[config.mk]
export PLATFORM = sky130hd
export DESIGN_NAME = two_key_sorted_priority_queue_core
export DESIGN_NICKNAME = d
export VERILOG_FILES = /design/src/tkpq_pkg.sv /design/src/tkpq_cell.sv /design/src/two_key_sorted_priority_queue_core.sv
export VERILOG_INCLUDE_DIRS = /design/src /design/src/src
export SDC_FILE = /design/constraint.sdc
export NUM_CORES = 2
export LEC_CHECK = 0
export ABC_CLOCK_PERIOD_IN_PS = 5700
export BUFFER_PORTS_ARGS = -buffer_cell sky130_fd_sc_hd__buf_2
export CAP_MARGIN = 0
export CELL_PAD_IN_SITES_DETAIL_PLACEMENT = 2
export CELL_PAD_IN_SITES_GLOBAL_PLACEMENT = 2
export CORE_UTILIZATION = 43
export DETAILED_ROUTE_END_ITERATION = 12
export PLACE_DENSITY = 0.89
export RECOVER_POWER = 100
export SKIP_CTS_REPAIR_TIMING = 1
export SYNTH_ARGS = -nofsm -noshare
export SYNTH_HDL_FRONTEND = slang
export SYNTH_SLANG_ARGS = --single-unit
[constraint.sdc]
create_clock -name i_clk -period 5.7 [get_ports i_clk]
set_input_delay 1.14 -clock i_clk [delete_from_list [all_inputs] [get_ports i_clk]]
set_output_delay 1.14 -clock i_clk [all_outputs]
set_load 0.05 [all_outputs]
[src/two_key_sorted_priority_queue_core_assert.svh]
// Assertion macros for the two-key sorted priority queue core.
`ifndef TWO_KEY_SORTED_PRIORITY_QUEUE_CORE_ASSERT_SVH
`define TWO_KEY_SORTED_PRIORITY_QUEUE_CORE_ASSERT_SVH

// Same-cycle implication, held off while reset is asserted.
`define TKPQ_ASSERT_NOW(label, clk, rst_n, ante, cons, msg) \
    label: assert property (@(posedge clk) disable iff (!(rst_n)) \
        (ante) |-> (cons)) else $error(msg);

// Next-cycle implication, held off while reset is asserted.
`define TKPQ_ASSERT_NEXT(label, clk, rst_n, ante, cons, msg) \
    label: assert property (@(posedge clk) disable iff (!(rst_n)) \
        (ante) |=> (cons)) else $error(msg);

`endif

[src/tkpq_pkg.sv]
// Shared types and codes for the two-key sorted priority queue.
`default_nettype none

package tkpq_pkg;

    localparam logic CMD_PUSH = 1'b0;
    localparam logic CMD_POP  = 1'b1;

    localparam logic [1:0] ST_OK    = 2'd0;
    localparam logic [1:0] ST_DUP   = 2'd1;
    localparam logic [1:0] ST_FULL  = 2'd2;
    localparam logic [1:0] ST_EMPTY = 2'd3;

    // contents of one slot of the row
    typedef struct packed {
        logic        valid;
        logic [15:0] pri;
        logic [7:0]  age;
        logic [15:0] tag;
    } t_slot;

    // control broadcast from the sequencer to every cell
    typedef struct packed {
        logic eval;
        logic push;
        logic pop;
    } t_cell_ctl;

endpackage

`default_nettype wire

[src/tkpq_cell.sv]
// One slot cell of the sorted row: compare, insert-shift and pop-shift.
`default_nettype none

module tkpq_cell (
    input  wire logic              i_clk,
    input  wire logic              i_rst_n,
    input  wire tkpq_pkg::t_cell_ctl i_ctl,
    input  wire logic [15:0]       i_new_pri,
    input  wire logic [7:0]        i_new_age,
    input  wire logic [15:0]       i_new_tag,
    input  wire tkpq_pkg::t_slot   i_left,
    input  wire logic              i_left_before,
    input  wire tkpq_pkg::t_slot   i_right,
    output tkpq_pkg::t_slot        o_slot,
    output logic                   o_before,
    output logic                   o_match
);
    import tkpq_pkg::*;

    logic        r_valid;
    logic [15:0] r_pri;
    logic [7:0]  r_age;
    logic [15:0] r_tag;
    logic        r_before;
    logic        r_match;

    t_slot n_slot;
    logic  n_before;
    logic  n_match;

    // new word sorts ahead of this slot (an empty slot counts as after it)
    assign n_before = !r_valid || (r_pri > i_new_pri) ||
                      ((r_pri == i_new_pri) && (r_age < i_new_age));
    assign n_match  = r_valid && (r_pri == i_new_pri) && (r_age == i_new_age);

    always_comb begin
        n_slot = '{valid: r_valid, pri: r_pri, age: r_age, tag: r_tag};
        if (i_ctl.push && r_before) begin
            if (i_left_before) begin
                n_slot = i_left;
            end else begin
                n_slot = '{valid: 1'b1, pri: i_new_pri, age: i_new_age, tag: i_new_tag};
            end
        end else if (i_ctl.pop) begin
            n_slot = i_right;
        end
    end

    always_ff @(posedge i_clk) begin
        if (!i_rst_n) begin
            r_valid  <= 1'b0;
            r_before <= 1'b0;
            r_match  <= 1'b0;
        end else begin
            r_valid <= n_slot.valid;
            if (i_ctl.eval) begin
                r_before <= n_before;
                r_match  <= n_match;
            end
        end
    end

    always_ff @(posedge i_clk) begin
        r_pri <= n_slot.pri;
        r_age <= n_slot.age;
        r_tag <= n_slot.tag;
    end

    assign o_slot   = '{valid: r_valid, pri: r_pri, age: r_age, tag: r_tag};
    assign o_before = r_before;
    assign o_match  = r_match;

endmodule

`default_nettype wire

[src/two_key_sorted_priority_queue_core.sv]
// Top level of the two-key sorted priority queue: sequencer, cell row, result register.
`default_nettype none

// Sorted queue of up to QUEUE_DEPTH entries (tag, priority, age), ordered by
// ascending priority and, within equal priority, descending age; slot 0 is
// the head. Command 0 pushes a word, command 1 pops the head. Each input word
// yields exactly one result word with status (ok, duplicate, full, pop on
// empty), the head after the operation, the clashing entry on a duplicate,
// and the occupancy. The state lives in a row of identical cells, one per
// slot; every cell compares against the incoming word in parallel and shifts
// from its left neighbor (insert) or right neighbor (pop), so latency does
// not grow with depth. A word passes from acceptance to its result through
// the steps accept, compare in all cells, shift and report; the sequencer
// handles one word at a time. A new word is taken while the previous result
// still waits in the output register; the report step waits only if that
// result has not been taken by then.
// Occupancy shows the low 5 bits of the entry count.

module two_key_sorted_priority_queue_core #(
    parameter int QUEUE_DEPTH = 16
) (
    input  wire logic        i_clk,
    input  wire logic        i_rst_n,
    // input channel
    input  wire logic        i_in_valid,
    output logic             o_in_ready,
    input  wire logic        i_command,
    input  wire logic [15:0] i_entry_tag,
    input  wire logic [15:0] i_entry_priority,
    input  wire logic [7:0]  i_entry_age,
    // result channel
    output logic             o_out_valid,
    input  wire logic        i_out_ready,
    output logic [1:0]       o_status,
    output logic             o_head_valid,
    output logic [15:0]      o_head_tag,
    output logic [15:0]      o_head_priority,
    output logic [15:0]      o_clash_tag,
    output logic [15:0]      o_clash_priority,
    output logic [4:0]       o_occupancy
);
    import tkpq_pkg::*;

    localparam int CW = $clog2(QUEUE_DEPTH + 1);

    typedef enum logic [1:0] {
        S_IDLE,
        S_EVAL,
        S_APPLY,
        S_REPORT
    } t_state;

    t_state r_state;

    // latched input word
    logic        r_cmd;
    logic [15:0] r_tag;
    logic [15:0] r_pri;
    logic [7:0]  r_age;

    logic [CW-1:0] r_count;

    // outcome of the apply step
    logic [1:0]  r_res_status;
    logic [15:0] r_res_ctag;
    logic [15:0] r_res_cpri;

    // output register
    logic        r_out_valid;
    logic [1:0]  r_status;
    logic        r_head_valid;
    logic [15:0] r_head_tag;
    logic [15:0] r_head_pri;
    logic [15:0] r_clash_tag;
    logic [15:0] r_clash_pri;
    logic [4:0]  r_occ;

    t_cell_ctl  cell_ctl;
    t_slot      slots    [QUEUE_DEPTH];
    logic       before_v [QUEUE_DEPTH];
    logic [QUEUE_DEPTH-1:0] match_v;
    logic [QUEUE_DEPTH-1:0] valid_v;

    logic        any_match;
    logic [15:0] clash_tag;
    logic [15:0] clash_pri;
    logic        head_ok;
    logic        tail_full;
    logic        push_go;
    logic        pop_go;
    logic [1:0]  n_status;
    logic        out_free;
    logic        report_go;
    logic        in_fire;
    logic [CW+4:0] occ_wide;
    logic [CW-1:0] cells_used;
    logic        valid_hole;

    // ---------------------------------------------------------------- cells
    for (genvar g = 0; g < QUEUE_DEPTH; g++) begin : g_cell
        t_slot left_s;
        t_slot right_s;
        logic  left_b;

        if (g == 0) begin : g_first
            assign left_s = '0;
            assign left_b = 1'b0;
        end else begin : g_mid
            assign left_s = slots[g-1];
            assign left_b = before_v[g-1];
        end

        if (g == QUEUE_DEPTH - 1) begin : g_last
            assign right_s = '0;
        end else begin : g_inner
            assign right_s = slots[g+1];
        end

        tkpq_cell u_cell (
            .i_clk         (i_clk),
            .i_rst_n       (i_rst_n),
            .i_ctl         (cell_ctl),
            .i_new_pri     (r_pri),
            .i_new_age     (r_age),
            .i_new_tag     (r_tag),
            .i_left        (left_s),
            .i_left_before (left_b),
            .i_right       (right_s),
            .o_slot        (slots[g]),
            .o_before      (before_v[g]),
            .o_match       (match_v[g])
        );

        assign valid_v[g] = slots[g].valid;
    end

    // ------------------------------------------------- clash reduce / decide
    // At most one stored entry can match, so an OR of masked fields picks it.
    always_comb begin
        clash_tag = '0;
        clash_pri = '0;
        for (int k = 0; k < QUEUE_DEPTH; k++) begin
            clash_tag = clash_tag | (slots[k].tag & {16{match_v[k]}});
            clash_pri = clash_pri | (slots[k].pri & {16{match_v[k]}});
        end
    end

    assign any_match = |match_v;
    assign head_ok   = slots[0].valid;
    assign tail_full = slots[QUEUE_DEPTH-1].valid;

    always_comb begin
        case (r_cmd)
            CMD_POP:  n_status = head_ok ? ST_OK : ST_EMPTY;
            CMD_PUSH: n_status = any_match ? ST_DUP : (tail_full ? ST_FULL : ST_OK);
            default:  n_status = ST_OK;
        endcase
    end

    assign push_go = (r_state == S_APPLY) && (r_cmd == CMD_PUSH) && !any_match && !tail_full;
    assign pop_go  = (r_state == S_APPLY) && (r_cmd == CMD_POP) && head_ok;

    assign cell_ctl = '{eval: (r_state == S_EVAL), push: push_go, pop: pop_go};

    assign out_free  = !r_out_valid || i_out_ready;
    assign report_go = (r_state == S_REPORT) && out_free;
    assign in_fire   = i_in_valid && o_in_ready;
    assign occ_wide  = {5'd0, r_count};

    // -------------------------------------------------------------- sequencer
    always_ff @(posedge i_clk) begin
        if (!i_rst_n) begin
            r_state     <= S_IDLE;
            r_count     <= '0;
            r_out_valid <= 1'b0;
        end else begin
            // a new result may replace one taken in the same cycle
            if (report_go) begin
                r_out_valid <= 1'b1;
            end else if (r_out_valid && i_out_ready) begin
                r_out_valid <= 1'b0;
            end
            case (r_state)
                S_IDLE: begin
                    if (i_in_valid) begin
                        r_state <= S_EVAL;
                    end
                end
                S_EVAL: begin
                    r_state <= S_APPLY;
                end
                S_APPLY: begin
                    if (push_go) begin
                        r_count <= r_count + CW'(1);
                    end else if (pop_go) begin
                        r_count <= r_count - CW'(1);
                    end
                    r_state <= S_REPORT;
                end
                S_REPORT: begin
                    if (out_free) begin
                        r_state <= S_IDLE;
                    end
                end
                default: begin
                    r_state <= S_IDLE;
                end
            endcase
        end
    end

    // payload registers
    always_ff @(posedge i_clk) begin
        if ((r_state == S_IDLE) && i_in_valid) begin
            r_cmd <= i_command;
            r_tag <= i_entry_tag;
            r_pri <= i_entry_priority;
            r_age <= i_entry_age;
        end
        if (r_state == S_APPLY) begin
            r_res_status <= n_status;
            r_res_ctag   <= (n_status == ST_DUP) ? clash_tag : 16'd0;
            r_res_cpri   <= (n_status == ST_DUP) ? clash_pri : 16'd0;
        end
        if (report_go) begin
            r_status     <= r_res_status;
            r_head_valid <= slots[0].valid;
            r_head_tag   <= slots[0].valid ? slots[0].tag : 16'd0;
            r_head_pri   <= slots[0].valid ? slots[0].pri : 16'd0;
            r_clash_tag  <= r_res_ctag;
            r_clash_pri  <= r_res_cpri;
            r_occ        <= occ_wide[4:0];
        end
    end

    assign o_in_ready       = (r_state == S_IDLE);
    assign o_out_valid      = r_out_valid;
    assign o_status         = r_status;
    assign o_head_valid     = r_head_valid;
    assign o_head_tag       = r_head_tag;
    assign o_head_priority  = r_head_pri;
    assign o_clash_tag      = r_clash_tag;
    assign o_clash_priority = r_clash_pri;
    assign o_occupancy      = r_occ;

    // ------------------------------------------------------------- assertions
`include "two_key_sorted_priority_queue_core_assert.svh"

    assign cells_used = CW'($countones(valid_v));
    assign valid_hole = |((valid_v >> 1) & ~valid_v);

    // entry count tracks the number of occupied cells
    `TKPQ_ASSERT_NOW(a_count_cells, i_clk, i_rst_n, 1'b1, r_count == cells_used, "count vs cells")

    // occupied cells form a prefix of the row
    `TKPQ_ASSERT_NOW(a_valid_prefix, i_clk, i_rst_n, 1'b1, !valid_hole, "hole in occupied cells")

    // an accepted word always starts the compare step
    `TKPQ_ASSERT_NEXT(a_acc_eval, i_clk, i_rst_n, in_fire, r_state == S_EVAL, "missed compare")

endmodule

`default_nettype wire
==> metrics.txt <==
status complete, but fails checks; failing checks max-capacitance violations, max-slew violations; synthesized flop and latch total 843; count of final setup violators 0; via count 45.87k; Pint 0.01335 W; grt peak-use layer met2; fin cells 6195; ANT nets after route 0; worst setup path start g_cell[5].u_cell.o_match; FFs w/ async S/R, synth 0%; Final Hold Fails 0; CTS sink count 843; minimum clock period 5141 ps; most frequent cells in the layout edfxtp_1, nand2_1, o21ai_0; CP Cell Sequence nor4_2 > nand4_2 > nand2_1 > clkbuf_1 > a31oi_1; row cnt 124; Crit Path Max Fanout 20; Core Util, Final 47.93%; H-tree depth 3; Placed Cells 6000; Power Total between 0.02 and 0.025 W; first-pass GRT wire length 360.3 mm; Num CTS Buffers 99; Hold Startpoint r_res_cpri[4]; Slew headroom -141.3%; Synth-to-Final Area Change 9.985%; Root Buffer clkbuf_16; CTS tree done; Core ar. approximately 0.11 mm²; TNS Setup 0 ps; Primary FF master, synth edfxtp_1; deepest clock path buffer count 3; 1st-iter DRT viols 5917; largest net degree at the start of global routing 84; Seq pwr share about two fifths; leakage around 21 nW; crit path kind reg2reg; Pre-antenna DRT Iters 6; Final Cycle Share 90.20%; Regs by FF count g_cell.u_cell.r_pri: 256 flops, g_cell.u_cell.r_tag: 256 flops, g_cell.u_cell.r_age: 128 flops; combinational share of power 29.6%; CP max stage cell clkbuf_1; DRC 0; maximum vdd drop ~0.31 mV; count of final max-slew check failures 1250; Sw Ratio 39.33%; I/O pin cnt 119; WP data arrival 5410 ps; clk_lat worst skew 780 ps; Synthesized Nets 5065; synth warn 0; Die Ht between 300 and 400 µm; drt via density 7.405; Syn Inst Count 4628; RSZ-0062 raised after global routing false; pwr/cell area 399.4 mW/mm²; met2 usage 65.28%; vias in the first global route 48.92k; worst r2r src g_cell[5].u_cell.o_match; Avg WL per Cell 41.10 µm; Clock Pin Slew Worst Setup and Hold Paths roughly 70 ps; WL final 254.6 mm; Die ar. 0.1179 mm²; Port Buffers 118; detailed-placement wirelength estimate 146.6 mm; crit-path max cell delay 1720 ps; initial antenna violation count 14; met3 Usage GRT 11.05%; Seq/Total Area, Yosys 49.41%; CP Data Required Time 5970 ps; Starting Density 43.58%; Post-synth EDFFs 787; clock power share ~30%; GR Util met1 about half; Mapped Avg Cell Area 10.82 µm²; gr ovfl total 0; # fillers 11.40k; fmax 0.1945 GHz; max_cap viols 27; Hold Crit Class reg2reg; distinct cell type count after synthesis 59; post-synthesis cell area 0.05010 mm²; Worst Setup End Kind flip-flop; gpl congestion 1.057; commonest non-fill, non-tap cell in the layout edfxtp_1; Clock Skew 66.41 ps; NetSw 0.008656 W; Critical Path Source Type flip-flop; layout cells sized above 1 6.812%; Die Width 343.3 µm; Total Nets Final 5027; Tot GR Track Use 42.53%; Slew @ Worst Pin 3620 ps
-- stage by stage --
stage | cell area [µm²] | hold slack (ps) | setup WS, ps
after floorplan | 50100 | 400.3 | 788.3
after global placement | 52240 | 402.1 | 1941
after detailed placement | 52240 | 407.0 | 1685
after CTS | 55390 | 412.7 | 1673
after global routing | 55070 | 407.3 | 823.1
final | 55100 | 408.8 | 558.7
-- final timing paths --
path | to | slack (ps) | cells after the start
setup / recovery | r_res_cpri[15] | 560 | 5
hold reg to reg | o_clash_priority[4] | 410 | 0
hold / removal | o_clash_priority[4] | 410 | 0
setup reg to reg | r_res_cpri[15] | 560 | 5
-- layout make-up --
type	instances	area (µm²)	area share, %
Clock buffer	137	2721	4.939
Sequential cell	843	24830	45.06
Inverter	85	319.1	0.5790
Tap cell	1512	1892	3.433
Timing Repair Buffer	201	1056	1.917
Clock inverter	42	432.9	0.7857
Multi-Input combinational cell	3360	23810	43.22
Antenna cell	15	37.54	0.06812
-- synth_stat cells (3+ instances only) --
cell type  instances  area share [%]
edfxtp_1         787              47
nand2_1          712             5.3
o21ai_0          651             6.5
mux2i_1          602              12
ha_1             391             9.8
clkbuf_1         322             2.4
a21oi_1          135             1.3
a221oi_1          98             1.7
a22o_1            95             1.7
inv_1             85            0.64
nor2_1            77            0.58
nand4_1           75            0.94
a21o_1            66            0.99
a22oi_1           64            0.96
dfxtp_1           56             2.2
nor2b_1           49            0.61
and2_1            41            0.51
a31oi_1           34            0.42
and3_1            34            0.42
nand3_1           31            0.31
nand2b_1          26            0.32
a211oi_1          20            0.30
nor3_1            19            0.19
mux2_2            18            0.40
o311a_1           14            0.28
buf_1             11           0.082
nor4_1            11            0.14
o21a_1             9            0.13
a2111oi_0          8            0.14
a21boi_0           8            0.12
o211ai_1           8            0.12
o22ai_1            8            0.10
and4_1             5           0.087
buf_2              5           0.050
o31ai_1            5           0.075
or2_2              5           0.062
nor4_2             4            0.10
xnor2_1            4           0.070
a211o_1            3           0.052
nor4b_1            3           0.052
o211a_1            3           0.060
o21bai_1           3           0.045
o311ai_0           3           0.052
-- worst max-delay path: cells and delay by family (launching register included) --
kind                   cells  cell delay, ps
AND/OR/NAND/NOR            3            1480
buffers and inverters      1            1720
flip-flops                 1             780
AO/OA/AOI/OAI              1             630
-- routing by layer --
metal  part of all wire, %  vias to the layer above
met2                    44                     3949
met5                 0.029                        -
li1                      -                    17440
met1                    35                    22940
met4                   9.8                        8
met3                    11                     1538
-- kinds of logic after synthesis --
| group | Yosys count | share of synthesized area [%] |
|---|---|---|
| compound gates | 1242 | 15.20 |
| xor+xnor | 4 | 0.06992 |
| fa+ha+maj | 392 | 9.805 |
| buf+inv | 425 | 3.227 |
| flops | 843 | 49.41 |
| mux | 620 | 12.43 |
| simple gates | 1102 | 9.850 |
-- power by group through the flow --
| stage | Clock [W] | Sequential (W) | Combinational, W |
|---|---|---|---|
| 2_1_floorplan | 0 | 0.00798 | 0.00423 |
| 3_5_place_dp | 0 | 0.00889 | 0.00598 |
| 3_3_place_gp | 0 | 0.00884 | 0.00546 |
| 4_1_cts | 0.00656 | 0.00881 | 0.00630 |
| 6_report | 0.00659 | 0.00891 | 0.00650 |
| 5_1_grt | 0.00675 | 0.00888 | 0.00667 |
(Power assumes the default switching activity.)
